`config.mk`:
```
export PLATFORM = sky130hd
export DESIGN_NAME = linear_scan_register_allocator_core
export DESIGN_NICKNAME = d
export VERILOG_FILES = /design/src/hdl/lsra_pkg.sv /design/src/hdl/lsra_act_cell.sv /design/src/hdl/lsra_free_cell.sv /design/src/hdl/linear_scan_register_allocator_core.sv
export SDC_FILE = /design/constraint.sdc
export NUM_CORES = 1
export LEC_CHECK = 0
export BUFFER_PORTS_ARGS = -buffer_cell sky130_fd_sc_hd__buf_2
export CAP_MARGIN = 25
export CELL_PAD_IN_SITES_DETAIL_PLACEMENT = 2
export CELL_PAD_IN_SITES_GLOBAL_PLACEMENT = 2
export CORE_MARGIN = 3
export CORE_UTILIZATION = 40
export DETAILED_ROUTE_END_ITERATION = 8
export PLACE_DENSITY = 0.76
export SETUP_SLACK_MARGIN = 0.5
export SLEW_MARGIN = 15
export SYNTH_ARGS = -nofsm -noshare
export SYNTH_HDL_FRONTEND = slang
export SYNTH_SLANG_ARGS = --single-unit
```
`constraint.sdc`:
```
create_clock -name clk -period 9 [get_ports clk]
set_input_delay 2.7 -clock clk [delete_from_list [all_inputs] [get_ports clk]]
set_output_delay 2.7 -clock clk [all_outputs]
set_load 0.05 [all_outputs]
```
`src/hdl/lsra_pkg.sv`:
```
// Shared types and constants for the linear-scan register allocator core.
// Used by every module in this folder; depends on nothing else.
`default_nettype none

package lsra_pkg;

  localparam int ID_W         = 12;
  localparam int POS_W        = 16;
  localparam int OFF_W        = 16;
  localparam int PREG_W       = 3;
  localparam int NUM_REGS_DEF = 6;
  localparam int MAX_IDS      = 4096;
  localparam int SLOT_BYTES   = 4;

  typedef struct packed {
    logic              op;
    logic [ID_W-1:0]   interval_id;
    logic [POS_W-1:0]  start_pos;
    logic [POS_W-1:0]  end_pos;
  } in_beat_t;

  typedef struct packed {
    logic [ID_W-1:0]          result_id;
    logic [PREG_W-1:0]        phys_reg;
    logic                     spilled;
    logic signed [OFF_W-1:0]  spill_offset;
    logic                     last;
  } out_beat_t;

  typedef enum logic [2:0] {
    ACT_HOLD,
    ACT_CLEAR,
    ACT_SHIFT,
    ACT_DROP,
    ACT_INSERT
  } act_cmd_t;

  typedef struct packed {
    act_cmd_t          cmd;
    logic [POS_W-1:0]  key_end;
    logic [POS_W-1:0]  tail_end;
  } act_ctl_t;

  typedef enum logic [1:0] {
    FREE_HOLD,
    FREE_LOAD,
    FREE_PUSH,
    FREE_POP
  } free_cmd_t;

endpackage

`default_nettype wire

```
`src/hdl/lsra_act_cell.sv`:
```
// One cell of the active list, kept sorted by ascending end position.
// Depends on lsra_pkg for the control struct and command codes.
`default_nettype none

module lsra_act_cell
  import lsra_pkg::*;
#(
  parameter int RegW = 3
) (
  input  wire logic             clk,
  input  wire logic             rst_n,
  input  wire act_ctl_t         ctl,
  input  wire logic             left_valid,
  input  wire logic [POS_W-1:0] left_end,
  input  wire logic [RegW-1:0]  left_reg,
  input  wire logic [ID_W-1:0]  left_id,
  input  wire logic             left_gt,
  input  wire logic             right_valid,
  input  wire logic [POS_W-1:0] right_end,
  input  wire logic [RegW-1:0]  right_reg,
  input  wire logic [ID_W-1:0]  right_id,
  input  wire logic [RegW-1:0]  new_reg,
  input  wire logic [ID_W-1:0]  new_id,
  output logic                  valid_o,
  output logic [POS_W-1:0]      end_o,
  output logic [RegW-1:0]       reg_o,
  output logic [ID_W-1:0]       id_o,
  output logic                  gt_o,
  output logic                  match_o
);

  logic             valid_r, valid_nxt;
  logic [POS_W-1:0] end_r, end_nxt;
  logic [RegW-1:0]  reg_r, reg_nxt;
  logic [ID_W-1:0]  id_r, id_nxt;

  assign gt_o    = !valid_r || (end_r > ctl.key_end);
  assign match_o = valid_r && (end_r == ctl.tail_end);

  always_comb begin
    valid_nxt = valid_r;
    end_nxt   = end_r;
    reg_nxt   = reg_r;
    id_nxt    = id_r;
    case (ctl.cmd)
      ACT_CLEAR: begin
        valid_nxt = 1'b0;
      end
      ACT_SHIFT, ACT_DROP: begin
        if (ctl.cmd == ACT_SHIFT || match_o) begin
          valid_nxt = right_valid;
          end_nxt   = right_end;
          reg_nxt   = right_reg;
          id_nxt    = right_id;
        end
      end
      ACT_INSERT: begin
        if (gt_o) begin
          if (left_gt) begin
            valid_nxt = left_valid;
            end_nxt   = left_end;
            reg_nxt   = left_reg;
            id_nxt    = left_id;
          end else begin
            valid_nxt = 1'b1;
            end_nxt   = ctl.key_end;
            reg_nxt   = new_reg;
            id_nxt    = new_id;
          end
        end
      end
      default: begin
      end
    endcase
  end

  always_ff @(posedge clk) begin
    if (!rst_n) begin
      valid_r <= 1'b0;
    end else begin
      valid_r <= valid_nxt;
    end
  end

  always_ff @(posedge clk) begin
    end_r <= end_nxt;
    reg_r <= reg_nxt;
    id_r  <= id_nxt;
  end

  assign valid_o = valid_r;
  assign end_o   = end_r;
  assign reg_o   = reg_r;
  assign id_o    = id_r;

endmodule

`default_nettype wire

```
`src/hdl/lsra_free_cell.sv`:
```
// One cell of the free-register stack; cell zero is the top of the stack.
// Depends on lsra_pkg for the stack command codes.
`default_nettype none

module lsra_free_cell
  import lsra_pkg::*;
#(
  parameter int RegW = 3,
  parameter int Slot = 0
) (
  input  wire logic            clk,
  input  wire logic            rst_n,
  input  wire free_cmd_t       cmd,
  input  wire logic [RegW-1:0] left_reg,
  input  wire logic [RegW-1:0] right_reg,
  output logic [RegW-1:0]      reg_o
);

  localparam logic [RegW-1:0] InitReg = RegW'(Slot + 1);

  logic [RegW-1:0] reg_r, reg_nxt;

  always_comb begin
    case (cmd)
      FREE_LOAD: reg_nxt = InitReg;
      FREE_PUSH: reg_nxt = left_reg;
      FREE_POP:  reg_nxt = right_reg;
      default:   reg_nxt = reg_r;
    endcase
  end

  always_ff @(posedge clk) begin
    if (!rst_n) begin
      reg_r <= InitReg;
    end else begin
      reg_r <= reg_nxt;
    end
  end

  assign reg_o = reg_r;

endmodule

`default_nettype wire

```
`src/hdl/linear_scan_register_allocator_core.sv`:
```
// Top level of the linear-scan register allocator: sequencer, slot counter, output register.
// Depends on lsra_pkg, lsra_act_cell and lsra_free_cell.
//
//   Port group | Direction | Handshake          | Beat
//   in_        | input     | in_valid/in_ready  | in_beat_t, one live interval
//   out_       | output    | out_valid/out_ready| out_beat_t, one allocation result
//   cfg_       | input     | cfg_wr_en only     | frame floor, signed 16 bits
//
// An interval passes from idle through the expiry state to the final send; when an active
// interval is evicted, the victim's spill beat is sent and the insert state runs first.
// Expiry retires one entry of the active-list cell chain per cycle.
// A new beat is taken only once the previous one has left the sequencer; its final
// result may still wait in the output register. Output stalls hold the sequencer.
// Reset is synchronous: the active list empties, the free stack holds r1 on top.
`default_nettype none

module linear_scan_register_allocator_core
  import lsra_pkg::*;
#(
  parameter int NUM_REGS = NUM_REGS_DEF
) (
  input  wire logic                    clk,
  input  wire logic                    rst_n,
  input  wire logic                    in_valid,
  output logic                         in_ready,
  input  wire in_beat_t                in_data,
  output logic                         out_valid,
  input  wire logic                    out_ready,
  output out_beat_t                    out_data,
  input  wire logic                    cfg_wr_en,
  input  wire logic signed [OFF_W-1:0] cfg_wr_data
);

  localparam int RegW = $clog2(NUM_REGS + 1);
  localparam logic [OFF_W:0] AlignMask = ~((OFF_W + 1)'(SLOT_BYTES - 1));
  localparam logic [OFF_W:0] SlotStep  = (OFF_W + 1)'(SLOT_BYTES);
  localparam logic signed [OFF_W:0]   OffMinWide = {2'b11, {(OFF_W - 1){1'b0}}};
  localparam logic signed [OFF_W-1:0] OffMin     = {1'b1, {(OFF_W - 1){1'b0}}};

  typedef enum logic [2:0] {
    ST_IDLE,
    ST_EXPIRE,
    ST_SEND_EVICT,
    ST_INSERT,
    ST_SEND_LAST
  } state_t;

  function automatic logic signed [OFF_W-1:0] sat_align(input logic signed [OFF_W:0] v);
    logic signed [OFF_W:0] a;
    a = v & AlignMask;
    if (a < OffMinWide) begin
      sat_align = OffMin;
    end else begin
      sat_align = a[OFF_W-1:0];
    end
  endfunction

  function automatic logic signed [OFF_W-1:0] first_slot(input logic signed [OFF_W-1:0] ff);
    logic signed [OFF_W:0] w;
    logic signed [OFF_W:0] a;
    w = {ff[OFF_W-1], ff};
    a = w & AlignMask;
    if (a == w) begin
      a = a - SlotStep;
    end
    first_slot = sat_align(a);
  endfunction

  function automatic logic signed [OFF_W-1:0] slot_after(input logic signed [OFF_W-1:0] s);
    slot_after = sat_align({s[OFF_W-1], s} - SlotStep);
  endfunction

  state_t                  state_r;
  in_beat_t                item_r;
  out_beat_t               res_r;
  out_beat_t               out_data_r;
  logic                    out_valid_r;
  logic [RegW-1:0]         ins_reg_r;
  logic [RegW-1:0]         free_cnt_r;
  logic signed [OFF_W-1:0] next_slot_r;
  logic signed [OFF_W-1:0] frame_floor_r;

  act_ctl_t        act_ctl;
  logic [RegW-1:0] act_new_reg;
  free_cmd_t       free_cmd;
  logic [RegW-1:0] free_push;

  logic [NUM_REGS-1:0] c_valid;
  logic [NUM_REGS-1:0] c_gt;
  logic [NUM_REGS-1:0] c_match;
  logic [NUM_REGS-1:0] vic_sel;
  logic [POS_W-1:0]    c_end [NUM_REGS];
  logic [RegW-1:0]     c_reg [NUM_REGS];
  logic [ID_W-1:0]     c_id  [NUM_REGS];
  logic [RegW-1:0]     f_reg [NUM_REGS];

  logic                    in_fire;
  logic                    out_free;
  logic                    out_load;
  logic                    head_exp;
  logic                    can_alloc;
  logic                    do_evict;
  logic [RegW-1:0]         vic_reg;
  logic [ID_W-1:0]         vic_id;
  logic signed [OFF_W-1:0] slot_new;
  logic [ID_W-1:0]         in_id;

  assign in_ready = (state_r == ST_IDLE);
  assign in_fire  = in_valid && in_ready;
  assign out_free = !out_valid_r || out_ready;
  assign out_load = (state_r inside {ST_SEND_EVICT, ST_SEND_LAST}) && out_free;
  assign in_id    = ID_W'(32'(in_data.interval_id) % MAX_IDS);
  assign slot_new = slot_after(next_slot_r);

  for (genvar k = 0; k < NUM_REGS; k++) begin : g_act
    logic             l_valid, l_gt, r_valid;
    logic [POS_W-1:0] l_end, r_end;
    logic [RegW-1:0]  l_reg, r_reg;
    logic [ID_W-1:0]  l_id, r_id;

    if (k == 0) begin : g_head
      assign l_valid    = 1'b0;
      assign l_gt       = 1'b0;
      assign l_end      = '0;
      assign l_reg      = '0;
      assign l_id       = '0;
      assign vic_sel[k] = c_match[k];
    end else begin : g_body
      assign l_valid    = c_valid[k-1];
      assign l_gt       = c_gt[k-1];
      assign l_end      = c_end[k-1];
      assign l_reg      = c_reg[k-1];
      assign l_id       = c_id[k-1];
      assign vic_sel[k] = c_match[k] && !c_match[k-1];
    end

    if (k == NUM_REGS - 1) begin : g_tail
      assign r_valid = 1'b0;
      assign r_end   = '0;
      assign r_reg   = '0;
      assign r_id    = '0;
    end else begin : g_inner
      assign r_valid = c_valid[k+1];
      assign r_end   = c_end[k+1];
      assign r_reg   = c_reg[k+1];
      assign r_id    = c_id[k+1];
    end

    lsra_act_cell #(
      .RegW(RegW)
    ) u_cell (
      .clk        (clk),
      .rst_n      (rst_n),
      .ctl        (act_ctl),
      .left_valid (l_valid),
      .left_end   (l_end),
      .left_reg   (l_reg),
      .left_id    (l_id),
      .left_gt    (l_gt),
      .right_valid(r_valid),
      .right_end  (r_end),
      .right_reg  (r_reg),
      .right_id   (r_id),
      .new_reg    (act_new_reg),
      .new_id     (item_r.interval_id),
      .valid_o    (c_valid[k]),
      .end_o      (c_end[k]),
      .reg_o      (c_reg[k]),
      .id_o       (c_id[k]),
      .gt_o       (c_gt[k]),
      .match_o    (c_match[k])
    );
  end

  for (genvar k = 0; k < NUM_REGS; k++) begin : g_free
    logic [RegW-1:0] l_reg, r_reg;

    if (k == 0) begin : g_top
      assign l_reg = free_push;
    end else begin : g_below
      assign l_reg = f_reg[k-1];
    end

    if (k == NUM_REGS - 1) begin : g_bottom
      assign r_reg = '0;
    end else begin : g_above
      assign r_reg = f_reg[k+1];
    end

    lsra_free_cell #(
      .RegW(RegW),
      .Slot(k)
    ) u_cell (
      .clk      (clk),
      .rst_n    (rst_n),
      .cmd      (free_cmd),
      .left_reg (l_reg),
      .right_reg(r_reg),
      .reg_o    (f_reg[k])
    );
  end

  always_comb begin
    vic_reg = '0;
    vic_id  = '0;
    for (int k = 0; k < NUM_REGS; k++) begin
      if (vic_sel[k]) begin
        vic_reg = vic_reg | c_reg[k];
        vic_id  = vic_id | c_id[k];
      end
    end
  end

  always_comb begin
    head_exp         = c_valid[0] && (c_end[0] < item_r.start_pos);
    can_alloc        = (free_cnt_r != '0);
    do_evict         = c_end[NUM_REGS-1] > item_r.end_pos;
    act_ctl.cmd      = ACT_HOLD;
    act_ctl.key_end  = item_r.end_pos;
    act_ctl.tail_end = c_end[NUM_REGS-1];
    act_new_reg      = f_reg[0];
    free_cmd         = FREE_HOLD;
    free_push        = c_reg[0];
    case (state_r)
      ST_IDLE: begin
        if (in_fire && in_data.op) begin
          act_ctl.cmd = ACT_CLEAR;
          free_cmd    = FREE_LOAD;
        end
      end
      ST_EXPIRE: begin
        if (head_exp) begin
          act_ctl.cmd = ACT_SHIFT;
          free_cmd    = FREE_PUSH;
        end else if (can_alloc) begin
          act_ctl.cmd = ACT_INSERT;
          free_cmd    = FREE_POP;
        end else if (do_evict) begin
          act_ctl.cmd = ACT_DROP;
        end
      end
      ST_INSERT: begin
        act_ctl.cmd = ACT_INSERT;
        act_new_reg = ins_reg_r;
      end
      default: begin
      end
    endcase
  end

  always_ff @(posedge clk) begin
    if (!rst_n) begin
      state_r       <= ST_IDLE;
      out_valid_r   <= 1'b0;
      free_cnt_r    <= RegW'(NUM_REGS);
      next_slot_r   <= first_slot('0);
      frame_floor_r <= '0;
    end else begin
      if (cfg_wr_en) begin
        frame_floor_r <= cfg_wr_data;
      end
      if (out_load) begin
        out_valid_r <= 1'b1;
      end else if (out_ready) begin
        out_valid_r <= 1'b0;
      end
      case (state_r)
        ST_IDLE: begin
          if (in_fire) begin
            item_r <= '{op: in_data.op, interval_id: in_id,
                        start_pos: in_data.start_pos, end_pos: in_data.end_pos};
            if (in_data.op) begin
              free_cnt_r  <= RegW'(NUM_REGS);
              next_slot_r <= first_slot(frame_floor_r);
            end
            state_r <= ST_EXPIRE;
          end
        end
        ST_EXPIRE: begin
          if (head_exp) begin
            free_cnt_r <= free_cnt_r + 1'b1;
          end else if (can_alloc) begin
            free_cnt_r         <= free_cnt_r - 1'b1;
            res_r.result_id    <= item_r.interval_id;
            res_r.phys_reg     <= PREG_W'(f_reg[0]);
            res_r.spilled      <= 1'b0;
            res_r.spill_offset <= '0;
            res_r.last         <= 1'b1;
            state_r            <= ST_SEND_LAST;
          end else if (do_evict) begin
            next_slot_r        <= slot_new;
            ins_reg_r          <= vic_reg;
            res_r.result_id    <= vic_id;
            res_r.phys_reg     <= '0;
            res_r.spilled      <= 1'b1;
            res_r.spill_offset <= slot_new;
            res_r.last         <= 1'b0;
            state_r            <= ST_SEND_EVICT;
          end else begin
            next_slot_r        <= slot_new;
            res_r.result_id    <= item_r.interval_id;
            res_r.phys_reg     <= '0;
            res_r.spilled      <= 1'b1;
            res_r.spill_offset <= slot_new;
            res_r.last         <= 1'b1;
            state_r            <= ST_SEND_LAST;
          end
        end
        ST_SEND_EVICT: begin
          if (out_free) begin
            out_data_r <= res_r;
            state_r    <= ST_INSERT;
          end
        end
        ST_INSERT: begin
          res_r.result_id    <= item_r.interval_id;
          res_r.phys_reg     <= PREG_W'(ins_reg_r);
          res_r.spilled      <= 1'b0;
          res_r.spill_offset <= '0;
          res_r.last         <= 1'b1;
          state_r            <= ST_SEND_LAST;
        end
        ST_SEND_LAST: begin
          if (out_free) begin
            out_data_r <= res_r;
            state_r    <= ST_IDLE;
          end
        end
        default: begin
          state_r <= ST_IDLE;
        end
      endcase
    end
  end

  assign out_valid = out_valid_r;
  assign out_data  = out_data_r;

endmodule

`default_nettype wire

```
==> summary.txt <==
I/O Pins: 101
layout cells sized above 1: 11.0%
clock transition at the registers of the reported paths: 0.05 ns
Synth top area share: 44.3%
synthesized area per cell: 10.7 sq um
CP peak stage delay: 0.54 ns
Buffers & Inverters on Critical Path: 1
ANT cells: 0
CTS Buf Count: 43
Yosys cell types: 76
post-cts gate resize count: 0
count of state elements after synthesis: 356
post-CTS setup buffers: 0
final setup fails: 0
Final Skew: 0.0186 ns
largest cells by area after synthesis: edfxtp_1, mux2i_1, ha_1
htree depth: 2
total die area: 52700 sq um
maxcap violations: 0
asr flop ratio synth: 0%
drt initial violations: 1275
first-pass GRT wire length: 109000 um
worst-skew pair later-pin latency: 0.58 ns
Yosys top cell by area: edfxtp_1
routability cong.: 0.904
Fmax: 0.218 GHz
status: complete, no violations
dpl hpwl: 49700 um
DR WL/cell: 27.4 um
Die Wd: 229 um
startpoint types: flip-flop
CP Max Fanout: 6
gr usage total: 27.1%
CTS root buf: clkbuf_16
initial antenna violation count: 0
area added between synthesis and finish: 13.3%
fin crit share: 50.9%
Top delay family on crit path: simple AND/OR/NAND/NOR gates
Worst slew margin: 27.6%
Hold Path Class: flip-flop to flip-flop
Stages on worst setup path: 2
EDFF count, synth: 295
core area: 49200 sq um
fin nets: 2122
Lkg Pwr: 9.33 nW
CTS sink cnt: 356
Initial Util: 40.6%
CP Class: flip-flop to primary output
setup TNS: 0 ns
global route overflow: 0
num rows: 81
largest net degree at the start of global routing: 115
Power Density: 201 nW/um^2
worst path required time: 6.30 ns
RSZ-0062 raised after global routing: false
Fin. Hold Viols: 0
drc violations: 0
CTS tree: done
drt first pass iters: 5
fin. max-slew vios: 0
Die Y: 229 um
commonest non-fill, non-tap cell in the layout: edfxtp_1
vias in the first global route: 17289
vias: 15794
most frequent cells in the layout: edfxtp_1, nand2_1, mux2i_1
Hold Crit Depth: 0
CP Capture Type: primary output
input/output buffers: 98
drt total wl: 72400 um
worst slew pin tran: 1.09 ns
r2r worst-path depth: 8
ys flop type: edfxtp_1
Peak VDD IR: 0.000136 V
CTS max path bufs: 3
Hold Buf Count CTS: 0
post-route ant nets: 0
CP Cell Sequence: nor3_1, buf_2
DR vias/cell: 5.99
sequential-to-total area share from yosys stat: 50.5%
Finished Core Util: 46.0%
Worst path slowest cell: nor3_1
Synth Warn #: 0
worst path arrival time: 1.88 ns
crit path time final: 4.58 ns
Mapped Area: 20000 sq um
synthesized instance count: 1872
==> layout make-up <==
type | count | area, sq um
timing repair buffer | 132 | 779
clock buffer | 69 | 1260
sequential | 356 | 10100
fill | 5020 | 26500
clock inverter | 8 | 103
tap | 664 | 831
multi-input combinational | 1353 | 9370
inverter | 56 | 210
==> cells in the mapped netlist (28+ instances only) <==
| cell | number |
|---|---|
| edfxtp_1 | 295 |
| nand2_1 | 219 |
| mux2i_1 | 176 |
| nor2_1 | 143 |
| o21ai_1 | 139 |
| ha_1 | 113 |
| xnor2_1 | 73 |
| dfxtp_1 | 61 |
| a21oi_1 | 58 |
| inv_1 | 55 |
| o21ai_0 | 50 |
| buf_2 | 49 |
| clkbuf_1 | 46 |
| nand3_1 | 39 |
| nor3_1 | 32 |
| xor2_1 | 32 |
| nand4_1 | 28 |
==> path summary, 6_finish.rpt <==
| check | start | to | slack (ns) |
|---|---|---|---|
| setup / recovery | state_r[2] | in_ready | 4.42 |
| hold / removal | res_r[7] | out_data[7] | 0.42 |
| setup reg to reg | g_act[0].u_cell.end_o[11] | g_act[2].u_cell.id_o[0] | 4.59 |
| hold reg to reg | res_r[7] | out_data[7] | 0.42 |
==> registers in the layout, indices dropped and copies added (netlist names), 16 cells and up <==
signal	cells
g_act.u_cell.end_o	96
g_act.u_cell.id_o	72
out_data	31
res_r	31
item_r	28
g_act.u_cell.reg_o	18
g_free.u_cell.reg_o	18
act_ctl	16
frame_floor_r	16
==> kinds of logic after synthesis <==
kind of cell,Yosys count,synth area share (%)
compound gates,422,13.2
buf+inv,164,3.58
fa+ha+maj,114,7.18
simple gates,531,12.0
mux,179,8.99
other cells,1,0.0188
xor+xnor,105,4.60
flops,356,50.5
==> through the flow <==
stage	hold slack (ns)	cells	instance area (sq um)	setup slack, ns	power (mW)
after global routing	0.426	2638	22600	4.27	4.73
after global placement	0.403	2552	21200	4.32	2.79
after detailed placement	0.405	2554	21200	4.26	2.84
after floorplan	0.400	1873	20000	3.60	2.54
after CTS	0.418	2631	22500	4.23	4.57
final	0.418	2638	22600	4.42	4.54
==> worst register-to-register path: cells and delay by family (launching register included) <==
kind                       cells  cell delay, ns
AOI/OAI and AO/OA              5            1.62
buffers and inverters          2            1.57
DFF                            1            0.53
adders and majority gates      1            0.38
==> power breakdown <==
group / leakage, nW / internal [mW] / switching (mW)
registers: 3.25 / 1.94 / 0.151
clock network: 0.658 / 1.01 / 0.702
logic: 5.42 / 0.264 / 0.478
total: 9.33 / 3.21 / 1.33
==> layer usage <==
| metal | vias to the layer above | wire length (um) | GRT usage, % |
|---|---|---|---|
| met3 | 140 | 3210 | 3.96 |
| met1 | 8174 | 31100 | 34.7 |
| li1 | 7091 | - | - |
| met4 | 0 | 2460 | 9.47 |
| met5 | - | 0 | 0 |
| met2 | 389 | 35600 | 46.8 |
Power figures use the tool's default switching activity.
